==> src/hdl/assert_macros.svh <==
// ---------------------------------------------------------------------------
// assert_macros.svh
// Shared concurrent assertion shorthands. Uses clk and rst_n of the host module.
// ---------------------------------------------------------------------------
`ifndef ASSERT_MACROS_SVH
`define ASSERT_MACROS_SVH

// same-cycle implication
`define ASSERT_IMPLIES(label, ante, cons) \
    label: assert property (@(posedge clk) disable iff (!rst_n) (ante) |-> (cons)) \
        else $error("assertion failed");

// next-cycle implication
`define ASSERT_NEXT(label, ante, cons) \
    label: assert property (@(posedge clk) disable iff (!rst_n) (ante) |=> (cons)) \
        else $error("assertion failed");

`endif

==> src/hdl/mlr_pkg.sv <==
// ---------------------------------------------------------------------------
// mlr_pkg
// Widths, codes and command word shared by the line rasterizer modules.
// ---------------------------------------------------------------------------
package mlr_pkg;

    localparam int COORD_BITS = 16;
    localparam int DIM_BITS   = 12;
    localparam int DIM_W      = DIM_BITS + 1;
    localparam int ADDR_BITS  = 24;
    localparam int DIFF_BITS  = COORD_BITS + 1;
    localparam int DEC_BITS   = COORD_BITS + 5;
    localparam int CMP_BITS   = (COORD_BITS > DIM_W) ? COORD_BITS : DIM_W;
    localparam int PROD_BITS  = 2 * DIM_W;

    localparam int FIFO_DEPTH    = 4;
    localparam int FIFO_PTR_BITS = 2;

    localparam int IN_DATA_BITS  = ((4 * COORD_BITS + 7) / 8) * 8;
    localparam int OUT_FIELDS    = 2 * COORD_BITS + 1 + ADDR_BITS;
    localparam int OUT_DATA_BITS = ((OUT_FIELDS + 7) / 8) * 8;

    localparam logic [DIM_W-1:0] DIM_MAX   = DIM_W'(1 << DIM_BITS);
    localparam logic [DIM_W-1:0] DIM_RESET = DIM_W'(1024);
    localparam logic [DIM_W-1:0] DIM_ONE   = DIM_W'(1);

    localparam logic signed [COORD_BITS-1:0] COORD_ONE = COORD_BITS'(1);

    // configuration register indexes
    localparam logic REG_IMAGE_WIDTH  = 1'b0;
    localparam logic REG_IMAGE_HEIGHT = 1'b1;

    // input opcodes
    localparam logic OP_LOAD = 1'b0;
    localparam logic OP_STEP = 1'b1;

    typedef enum logic [1:0] {
        MODE_VERTICAL = 2'd0,
        MODE_STEEP    = 2'd1,
        MODE_SHALLOW  = 2'd2
    } mode_t;

    // one queued word: a classified load or a bare step request
    typedef struct packed {
        logic                         is_load;
        mode_t                        mode;
        logic                         sign;      // 1: side axis moves by -1
        logic signed [COORD_BITS-1:0] cur_x;
        logic signed [COORD_BITS-1:0] cur_y;
        logic signed [COORD_BITS-1:0] limit;
        logic signed [DEC_BITS-1:0]   dec;       // doubled midpoint decision
        logic signed [DEC_BITS-1:0]   inc_run;   // change per run-axis step
        logic signed [DEC_BITS-1:0]   inc_side;  // extra change on side step
    } cmd_t;

    function automatic logic signed [DEC_BITS-1:0] sext_dec(
        input logic signed [DIFF_BITS-1:0] v);
        return {{(DEC_BITS - DIFF_BITS){v[DIFF_BITS-1]}}, v};
    endfunction

    function automatic logic signed [DIFF_BITS-1:0] sext_diff(
        input logic signed [COORD_BITS-1:0] v);
        return {v[COORD_BITS-1], v};
    endfunction

endpackage

==> src/hdl/mlr_front.sv <==
// ---------------------------------------------------------------------------
// mlr_front
// Orders endpoints, picks the drawing mode and the initial decision terms.
// ---------------------------------------------------------------------------
module mlr_front
    import mlr_pkg::*;
(
    input  logic                         in_valid,
    output logic                         in_ready,
    input  logic                         opcode,
    input  logic signed [COORD_BITS-1:0] x_start,
    input  logic signed [COORD_BITS-1:0] y_start,
    input  logic signed [COORD_BITS-1:0] x_end,
    input  logic signed [COORD_BITS-1:0] y_end,
    output logic                         cmd_valid,
    input  logic                         cmd_ready,
    output cmd_t                         cmd
);

    logic signed [DIFF_BITS-1:0] ax, ay, bx, by;
    logic signed [DIFF_BITS-1:0] lx, ly, rx, ry;
    logic signed [DIFF_BITS-1:0] dx, dy, ady;
    logic signed [DEC_BITS-1:0]  dx_d, dy_d, ady_d;
    logic                        sign, vertical, steep;

    assign in_ready  = cmd_ready;
    assign cmd_valid = in_valid;

    always_comb
    begin
        ax = sext_diff(x_start);
        ay = sext_diff(y_start);
        bx = sext_diff(x_end);
        by = sext_diff(y_end);
        // equal x keeps the first endpoint on the left
        if (ax > bx)
        begin
            lx = bx; ly = by; rx = ax; ry = ay;
        end
        else
        begin
            lx = ax; ly = ay; rx = bx; ry = by;
        end
        dx       = rx - lx;
        dy       = ry - ly;
        sign     = dy[DIFF_BITS-1];
        ady      = sign ? -dy : dy;
        vertical = (dx == '0);
        steep    = ady > dx;
        dx_d     = sext_dec(dx);
        dy_d     = sext_dec(dy);
        ady_d    = sext_dec(ady);

        cmd          = '0;
        cmd.is_load  = (opcode == OP_LOAD);
        cmd.sign     = sign;
        if (vertical || steep)
        begin
            cmd.mode = vertical ? MODE_VERTICAL : MODE_STEEP;
            // run upward from the lower endpoint
            if (ly < ry)
            begin
                cmd.cur_x = lx[COORD_BITS-1:0];
                cmd.cur_y = ly[COORD_BITS-1:0];
                cmd.limit = ry[COORD_BITS-1:0];
            end
            else
            begin
                cmd.cur_x = rx[COORD_BITS-1:0];
                cmd.cur_y = ry[COORD_BITS-1:0];
                cmd.limit = ly[COORD_BITS-1:0];
            end
            // start lies on the line, so the decision is affine in the offset
            cmd.dec      = (dx_d <<< 1) - ady_d;
            cmd.inc_run  = dx_d <<< 1;
            cmd.inc_side = -(ady_d <<< 1);
        end
        else
        begin
            cmd.mode     = MODE_SHALLOW;
            cmd.cur_x    = lx[COORD_BITS-1:0];
            cmd.cur_y    = ly[COORD_BITS-1:0];
            cmd.limit    = rx[COORD_BITS-1:0];
            cmd.dec      = (sign ? -dx_d : dx_d) - (dy_d <<< 1);
            cmd.inc_run  = -(dy_d <<< 1);
            cmd.inc_side = sign ? -(dx_d <<< 1) : (dx_d <<< 1);
        end
    end

endmodule

==> src/hdl/mlr_fifo.sv <==
// ---------------------------------------------------------------------------
// mlr_fifo
// Short command queue between the classifier and the stepper.
// ---------------------------------------------------------------------------
module mlr_fifo
    import mlr_pkg::*;
(
    input  logic clk,
    input  logic rst_n,
    input  logic push_valid,
    output logic push_ready,
    input  cmd_t push_data,
    output logic pop_valid,
    input  logic pop_ready,
    output cmd_t pop_data
);

    cmd_t                     mem_reg [FIFO_DEPTH];
    logic [FIFO_PTR_BITS-1:0] wr_ptr_reg, rd_ptr_reg;
    logic [FIFO_PTR_BITS:0]   count_reg;
    logic                     push, pop;

    assign push_ready = (count_reg != (FIFO_PTR_BITS + 1)'(FIFO_DEPTH));
    assign pop_valid  = (count_reg != '0);
    assign pop_data   = mem_reg[rd_ptr_reg];
    assign push       = push_valid && push_ready;
    assign pop        = pop_valid && pop_ready;

    always_ff @(posedge clk)
    begin
        if (push)
            mem_reg[wr_ptr_reg] <= push_data;
    end

    always_ff @(posedge clk or negedge rst_n)
    begin
        if (!rst_n)
        begin
            wr_ptr_reg <= '0;
            rd_ptr_reg <= '0;
            count_reg  <= '0;
        end
        else
        begin
            if (push)
                wr_ptr_reg <= wr_ptr_reg + 1'b1;
            if (pop)
                rd_ptr_reg <= rd_ptr_reg + 1'b1;
            if (push && !pop)
                count_reg <= count_reg + 1'b1;
            else if (pop && !push)
                count_reg <= count_reg - 1'b1;
        end
    end

endmodule

==> src/hdl/mlr_back.sv <==
// ---------------------------------------------------------------------------
// mlr_back
// Midpoint stepper, then clip and framebuffer address into the output word.
// ---------------------------------------------------------------------------
`include "assert_macros.svh"

module mlr_back
    import mlr_pkg::*;
(
    input  logic                         clk,
    input  logic                         rst_n,
    input  logic                         cmd_valid,
    output logic                         cmd_ready,
    input  cmd_t                         cmd,
    input  logic [DIM_W-1:0]             image_width,
    input  logic [DIM_W-1:0]             image_height,
    output logic                         out_valid,
    input  logic                         out_ready,
    output logic signed [COORD_BITS-1:0] pixel_x,
    output logic signed [COORD_BITS-1:0] pixel_y,
    output logic                         in_bounds,
    output logic [ADDR_BITS-1:0]         pixel_address,
    output logic                         last_pixel
);

    // line state
    logic                         active_reg, active_next;
    mode_t                        mode_reg, mode_next;
    logic                         sign_reg, sign_next;
    logic signed [COORD_BITS-1:0] cx_reg, cx_next, cy_reg, cy_next;
    logic signed [COORD_BITS-1:0] limit_reg, limit_next;
    logic signed [DEC_BITS-1:0]   dec_reg, dec_next;
    logic signed [DEC_BITS-1:0]   inc_run_reg, inc_run_next;
    logic signed [DEC_BITS-1:0]   inc_side_reg, inc_side_next;

    // pixel stage and output stage
    logic                         pix_valid_reg, pix_valid_next;
    logic signed [COORD_BITS-1:0] pix_x_reg, pix_y_reg;
    logic                         pix_last_reg;
    logic                         out_valid_reg;
    logic signed [COORD_BITS-1:0] out_x_reg, out_y_reg;
    logic                         out_inb_reg, out_last_reg;
    logic [ADDR_BITS-1:0]         out_addr_reg;

    logic                         en, pop, is_last, side;
    logic signed [COORD_BITS-1:0] side_step;
    logic                         inb;
    logic [DIM_W-1:0]             row, col;
    logic [PROD_BITS-1:0]         prod;

    assign en        = !out_valid_reg || out_ready;
    assign cmd_ready = en;
    assign pop       = cmd_valid && en;

    always_comb
    begin
        is_last   = (mode_reg == MODE_SHALLOW) ? (cx_reg == limit_reg) : (cy_reg >= limit_reg);
        side_step = sign_reg ? -COORD_ONE : COORD_ONE;
        case (mode_reg)
            MODE_SHALLOW: side = sign_reg ? (dec_reg > 0) : (dec_reg < 0);
            MODE_STEEP:   side = (dec_reg > 0);
            default:      side = 1'b0;
        endcase

        active_next    = active_reg;
        mode_next      = mode_reg;
        sign_next      = sign_reg;
        cx_next        = cx_reg;
        cy_next        = cy_reg;
        limit_next     = limit_reg;
        dec_next       = dec_reg;
        inc_run_next   = inc_run_reg;
        inc_side_next  = inc_side_reg;
        pix_valid_next = pix_valid_reg;

        if (en)
            pix_valid_next = pop && !cmd.is_load && active_reg;

        if (pop && cmd.is_load)
        begin
            active_next   = 1'b1;
            mode_next     = cmd.mode;
            sign_next     = cmd.sign;
            cx_next       = cmd.cur_x;
            cy_next       = cmd.cur_y;
            limit_next    = cmd.limit;
            dec_next      = cmd.dec;
            inc_run_next  = cmd.inc_run;
            inc_side_next = cmd.inc_side;
        end
        else if (pop && active_reg)
        begin
            if (is_last)
                active_next = 1'b0;
            else
            begin
                dec_next = dec_reg + inc_run_reg + (side ? inc_side_reg : '0);
                if (mode_reg == MODE_SHALLOW)
                begin
                    cx_next = cx_reg + COORD_ONE;
                    if (side)
                        cy_next = cy_reg + side_step;
                end
                else
                begin
                    cy_next = cy_reg + COORD_ONE;
                    if (side)
                        cx_next = cx_reg + side_step;
                end
            end
        end
    end

    // clip and flipped address from the pixel stage
    always_comb
    begin
        inb  = !pix_x_reg[COORD_BITS-1] && !pix_y_reg[COORD_BITS-1]
            && (CMP_BITS'($unsigned(pix_x_reg)) < CMP_BITS'(image_width))
            && (CMP_BITS'($unsigned(pix_y_reg)) < CMP_BITS'(image_height));
        row  = image_height - DIM_ONE - DIM_W'($unsigned(pix_y_reg));
        col  = DIM_W'($unsigned(pix_x_reg));
        prod = PROD_BITS'(row) * PROD_BITS'(image_width) + PROD_BITS'(col);
    end

    always_ff @(posedge clk or negedge rst_n)
    begin
        if (!rst_n)
        begin
            active_reg    <= 1'b0;
            mode_reg      <= MODE_VERTICAL;
            sign_reg      <= 1'b0;
            pix_valid_reg <= 1'b0;
            out_valid_reg <= 1'b0;
        end
        else
        begin
            active_reg    <= active_next;
            mode_reg      <= mode_next;
            sign_reg      <= sign_next;
            pix_valid_reg <= pix_valid_next;
            if (en)
                out_valid_reg <= pix_valid_reg;
        end
    end

    always_ff @(posedge clk)
    begin
        cx_reg       <= cx_next;
        cy_reg       <= cy_next;
        limit_reg    <= limit_next;
        dec_reg      <= dec_next;
        inc_run_reg  <= inc_run_next;
        inc_side_reg <= inc_side_next;
        if (en)
        begin
            pix_x_reg    <= cx_reg;
            pix_y_reg    <= cy_reg;
            pix_last_reg <= is_last;
            out_x_reg    <= pix_x_reg;
            out_y_reg    <= pix_y_reg;
            out_inb_reg  <= inb;
            out_last_reg <= pix_last_reg;
            out_addr_reg <= inb ? ADDR_BITS'(prod) : '0;
        end
    end

    assign out_valid     = out_valid_reg;
    assign pixel_x       = out_x_reg;
    assign pixel_y       = out_y_reg;
    assign in_bounds     = out_inb_reg;
    assign pixel_address = out_addr_reg;
    assign last_pixel    = out_last_reg;

    `ASSERT_NEXT(a_last_ends_line, pop && !cmd.is_load && active_reg && is_last, !active_reg)
    `ASSERT_NEXT(a_vertical_x_fixed,
        active_reg && mode_reg == MODE_VERTICAL && !(pop && cmd.is_load), $stable(cx_reg))
    `ASSERT_NEXT(a_pixel_reaches_out, en && pix_valid_reg, out_valid_reg)
    `ASSERT_IMPLIES(a_addr_zero_outside, out_valid_reg && !out_inb_reg, out_addr_reg == '0)

endmodule

==> src/hdl/midpoint_line_rasterizer.sv <==
// ---------------------------------------------------------------------------
// midpoint_line_rasterizer - midpoint line drawing engine with clip/address
// Path: a step word passes the queue, then the pixel and output registers.
// Throughput: one word per cycle on both sides when output and queue do not stall.
// Loads make no pixel and cost one slot each.
// Reset: async active low; drops any line, empties the queue, dims back to 1024.
// ---------------------------------------------------------------------------
//
// Structure:
//   mlr_front : orders endpoints, picks vertical / steep / shallow, and
//               works out the doubled midpoint decision plus its per-step
//               deltas (start point is on the line, so no multiplies).
//   mlr_fifo  : four-entry command queue; front and back stall on their own.
//   mlr_back  : stepper (one pixel per popped step while a line is active), then a
//               clip/address stage with the single 13x13 multiply, then the output word.
//
// Input word:  tuser[0] = opcode (0 load, 1 step)
// Output word: tlast marks the final pixel of the line.
// Dimension writes above 4096 saturate to 4096.
module midpoint_line_rasterizer
    import mlr_pkg::*;
(
    input  logic                     clk,
    input  logic                     rst_n,
    // in: x_start[15:0], y_start[31:16], x_end[47:32], y_end[63:48]
    input  logic [IN_DATA_BITS-1:0]  s_axis_tdata,
    // in: opcode[0]
    input  logic [0:0]               s_axis_tuser,
    input  logic                     s_axis_tvalid,
    output logic                     s_axis_tready,
    // out: pixel_x[15:0], pixel_y[31:16], in_bounds[32], pixel_address[56:33], zero fill
    output logic [OUT_DATA_BITS-1:0] m_axis_tdata,
    output logic                     m_axis_tlast,
    output logic                     m_axis_tvalid,
    input  logic                     m_axis_tready,
    input  logic                     cfg_write,
    input  logic                     cfg_index,
    input  logic [DIM_W-1:0]         cfg_data
);

    logic [DIM_W-1:0] width_reg, height_reg;
    logic [DIM_W-1:0] cfg_clamped;

    cmd_t front_cmd, queue_cmd;
    logic front_valid, front_ready, queue_valid, queue_ready;

    logic signed [COORD_BITS-1:0] pixel_x, pixel_y;
    logic                         in_bounds, last_pixel;
    logic [ADDR_BITS-1:0]         pixel_address;

    // dimension registers, saturated on write
    assign cfg_clamped = (cfg_data > DIM_MAX) ? DIM_MAX : cfg_data;

    always_ff @(posedge clk or negedge rst_n)
    begin
        if (!rst_n)
        begin
            width_reg  <= DIM_RESET;
            height_reg <= DIM_RESET;
        end
        else if (cfg_write)
        begin
            case (cfg_index)
                REG_IMAGE_WIDTH:  width_reg  <= cfg_clamped;
                REG_IMAGE_HEIGHT: height_reg <= cfg_clamped;
                default:          ;
            endcase
        end
    end

    mlr_front u_front (
        .in_valid  (s_axis_tvalid),
        .in_ready  (s_axis_tready),
        .opcode    (s_axis_tuser[0]),
        .x_start   (s_axis_tdata[COORD_BITS-1:0]),
        .y_start   (s_axis_tdata[2*COORD_BITS-1:COORD_BITS]),
        .x_end     (s_axis_tdata[3*COORD_BITS-1:2*COORD_BITS]),
        .y_end     (s_axis_tdata[4*COORD_BITS-1:3*COORD_BITS]),
        .cmd_valid (front_valid),
        .cmd_ready (front_ready),
        .cmd       (front_cmd)
    );

    mlr_fifo u_fifo (
        .clk        (clk),
        .rst_n      (rst_n),
        .push_valid (front_valid),
        .push_ready (front_ready),
        .push_data  (front_cmd),
        .pop_valid  (queue_valid),
        .pop_ready  (queue_ready),
        .pop_data   (queue_cmd)
    );

    mlr_back u_back (
        .clk           (clk),
        .rst_n         (rst_n),
        .cmd_valid     (queue_valid),
        .cmd_ready     (queue_ready),
        .cmd           (queue_cmd),
        .image_width   (width_reg),
        .image_height  (height_reg),
        .out_valid     (m_axis_tvalid),
        .out_ready     (m_axis_tready),
        .pixel_x       (pixel_x),
        .pixel_y       (pixel_y),
        .in_bounds     (in_bounds),
        .pixel_address (pixel_address),
        .last_pixel    (last_pixel)
    );

    // pack output word, low field first, zero fill to whole bytes
    assign m_axis_tdata = OUT_DATA_BITS'({pixel_address, in_bounds, pixel_y, pixel_x});
    assign m_axis_tlast = last_pixel;

endmodule
==> config.mk <==
export PLATFORM = sky130hd
export DESIGN_NAME = midpoint_line_rasterizer
export DESIGN_NICKNAME = d
export VERILOG_FILES = /design/src/hdl/mlr_pkg.sv /design/src/hdl/mlr_front.sv /design/src/hdl/mlr_fifo.sv /design/src/hdl/mlr_back.sv /design/src/hdl/midpoint_line_rasterizer.sv
export VERILOG_INCLUDE_DIRS = /design/src /design/src/hdl
export SDC_FILE = /design/constraint.sdc
export NUM_CORES = 2
export LEC_CHECK = 0
export BUFFER_PORTS_ARGS = -buffer_cell sky130_fd_sc_hd__buf_2
export CAP_MARGIN = 20
export CELL_PAD_IN_SITES_DETAIL_PLACEMENT = 1
export CELL_PAD_IN_SITES_GLOBAL_PLACEMENT = 1
export CORE_MARGIN = 8
export CORE_UTILIZATION = 26
export CTS_BUF_LIST = sky130_fd_sc_hd__clkbuf_16
export CTS_CLUSTER_DIAMETER = 50
export DETAILED_ROUTE_END_ITERATION = 10
export PLACE_DENSITY_LB_ADDON = 0.05
export SLEW_MARGIN = 25
export SYNTH_ARGS = -nofsm -noshare
export SYNTH_HDL_FRONTEND = slang
export SYNTH_SLANG_ARGS = --single-unit
==> constraint.sdc <==
create_clock -name clk -period 9.89 [get_ports clk]
set_clock_uncertainty 0.2 [all_clocks]
set_input_delay 1.978 -clock clk [delete_from_list [all_inputs] [get_ports clk]]
set_output_delay 1.978 -clock clk [all_outputs]
set_load 0.1 [all_outputs]
==> metrics <==
Unique masters post-synth=99; Synth Cell Area=42300 um^2; # IOs=151; Routed Wire Length=141 mm; Rows=~150; unrepaired setup endpoints after global routing=false; largest area contributor in the netlist=edfxtp_1; largest net degree at the start of global routing=74; port bufs=between 100 and 150; crit path launch type=flip-flop; Most Crowded Layer GR=met2; grt met1 use=between 20% and 30%; cells after synthesis=between 3k and 4k; Antenna Nets Post-Route=0; die height=roughly 420 um; clk sinks=around 690; total grt overflow=0; WP data required=slightly above 10 ns; WS Path Type=reg2reg; first-pass GRT wire length=approximately 210 mm; met2 global-route usage=between 20 and 30%; root buffer cell=clkbuf_16; fillers=approximately 18k; # Post-CTS Setup Buffers=0; Critical Path AT=around 9.5 ns; Clock transition at path regs=roughly 0.050 ns; slowest stage delay, CP=0.56 ns; routed vias/inst=about 4.6; RD Place Congestion=0.784; Max H-tree Level=3; max_slew headroom=a little under two fifths; layout cells sized above 1=16.3%; top post-synthesis cells by area=edfxtp_1, ha_1, fa_1; DR pass1 iterations=5; Tcrit/Tclk final=between 90% and 100%; area share of the largest cell type after synthesis=between 40 and 50%; post-synthesis sequential area ratio=approximately half; clock buffer depth=3; CTS Buf Count=105; most common flop cell mapped by yosys=edfxtp_1; status=completed; Worst Path Max Fanout=12; final setup fails=0; fin crit period=9.24 ns; class of the worst hold path=reg2reg; area grow syn2layout=17.8%; Post-synth EDFFs=648; die width=approximately 420 um; Via Count=27.9k; Initial Utilization=between 20% and 30%; Residual DRC=0; Routed WL per cell=roughly 23 um; CP dominant cell by count=fa_1; post-cts sizing count=0; Crit-path slowest cell=fa_1; hold buffer count at CTS=0; max-slew violations=0; core area=about 160000 um^2; Overall Global Routing Usage=between 10% and 20%; hold slack=0.221 ns; CTS tree=done; initial antenna violation count=11; setup TNS=0 ns; max FFs per register=around 450; die area=between 150000 and 200000 um^2; total of max-cap violations=0; YS warnings=0; post-layout util=a little under a third; # nets final=~4.3k; met3 usage=about 2.1%; Slew @ Worst Pin=approximately 0.93 ns; vias in the first global route=a little over 30k; dpl cell area=between 40000 and 50000 um^2; #FFs+latches synth=approximately 690; Final Cell Area=49900 um^2; CP Capture Type=flip-flop; Post-synth ARST share=approximately 5.7%; Clock Latency Late Sink=between 0.7 and 0.8 ns; fmax=108 MHz; Post-DP HPWL=~110 mm; syn avg cell area=roughly 12 um^2; final hold vios=0; initial drt markers=1410
-- cell usage after synthesis (all sizes together) (83+ instances only) --
master  instances
a21oi         175
and2           83
clkbuf         99
edfxtp        648
fa            155
ha            258
inv           352
mux4          112
nand2         308
nor2          190
o21ai         176
xnor2         106
-- per-stage QoR --
| stage | setup WS [ns] | std cells |
|---|---|---|
| 2_1_floorplan | 0.124 | 3537 |
| 3_3_place_gp | -0.0317 | 5825 |
| 3_5_place_dp | -0.00176 | 5825 |
| 4_1_cts | 0.257 | 6023 |
| 5_1_grt | 0.0204 | 6023 |
| 6_report | 0.648 | 6029 |
-- cell families (layout without fill, tap and decap cells) --
group	count (synthesis)	after routing	share of synthesized area [%]
other	1	13	0.00886
buffers and inverters	494	805	4.57
multiplexers	182	182	7.71
adder cells (fa/ha/maj)	426	426	15.3
AO/OA/AOI/OAI	638	638	9.58
AND/OR/NAND/NOR	925	925	10.9
XOR/XNOR	178	178	3.72
flip-flops	687	687	48.3
-- path summary, 6_finish.rpt --
path	start	to	slack [ns]	cells past startpoint
min	u_back.pix_last_reg	u_back.last_pixel	0.22	0
max reg2reg	u_back.pix_y_reg[0]	u_back.pixel_address[21]	0.65	35
min reg2reg	u_back.pix_last_reg	u_back.last_pixel	0.22	0
max in group asynchronous	rst_n	u_fifo.rd_ptr_reg[1]	7.76	2
max	u_back.pix_y_reg[0]	u_back.pixel_address[21]	0.65	35
min in group asynchronous	rst_n	width_reg[2]	1.17	2
-- metal layers --
layer  vias to the layer above  wire length (um)
li1                      13200                 -
met1                     14100             65800
met5                         -                 0
met2                       374             66900
met3                       170              4200
met4                         0              4090
-- cells in the final DEF, fill, tap and decap left out, types with 41 or more instances in the layout --
| cell type | netlist | final |
|---|---|---|
| a21oi_1 | 175 | 173 |
| and2_1 | 82 | 82 |
| buf_2 | 11 | 143 |
| buf_4 | 10 | 105 |
| clkbuf_16 | 0 | 106 |
| edfxtp_1 | 648 | 648 |
| fa_1 | 155 | 155 |
| ha_1 | 258 | 258 |
| inv_1 | 350 | 368 |
| mux4_2 | 112 | 112 |
| nand2_1 | 308 | 306 |
| nand2b_1 | 54 | 52 |
| nand3_1 | 53 | 53 |
| nor2_1 | 188 | 187 |
| nor2b_1 | 41 | 41 |
| o21ai_0 | 170 | 170 |
| xnor2_1 | 106 | 105 |
| xor2_1 | 71 | 71 |
-- critical path: cells and delay by family, from the launching register on --
family          cells  cell delay [ns]
fa+ha+maj           9             3.90
compound gates     11             2.40
simple gates        7             1.09
buf+inv             6             0.58
flops               1             0.39
xor+xnor            2             0.38
-- cell type report --
cell class,count,area [um^2],share of cell area [%]
antenna,6,15.0,0.0301
sequential,687,20400,41.0
multi-input combinational,2356,20100,40.3
timing repair buffer,255,1640,3.30
inverter,352,1320,2.65
clock buffer,106,2650,5.32
tap,2175,2720,5.46
clock inverter,92,985,1.97
Power is not shown: default switching activity piles up to over one toggle a cycle in this logic, so the estimate is an artifact.
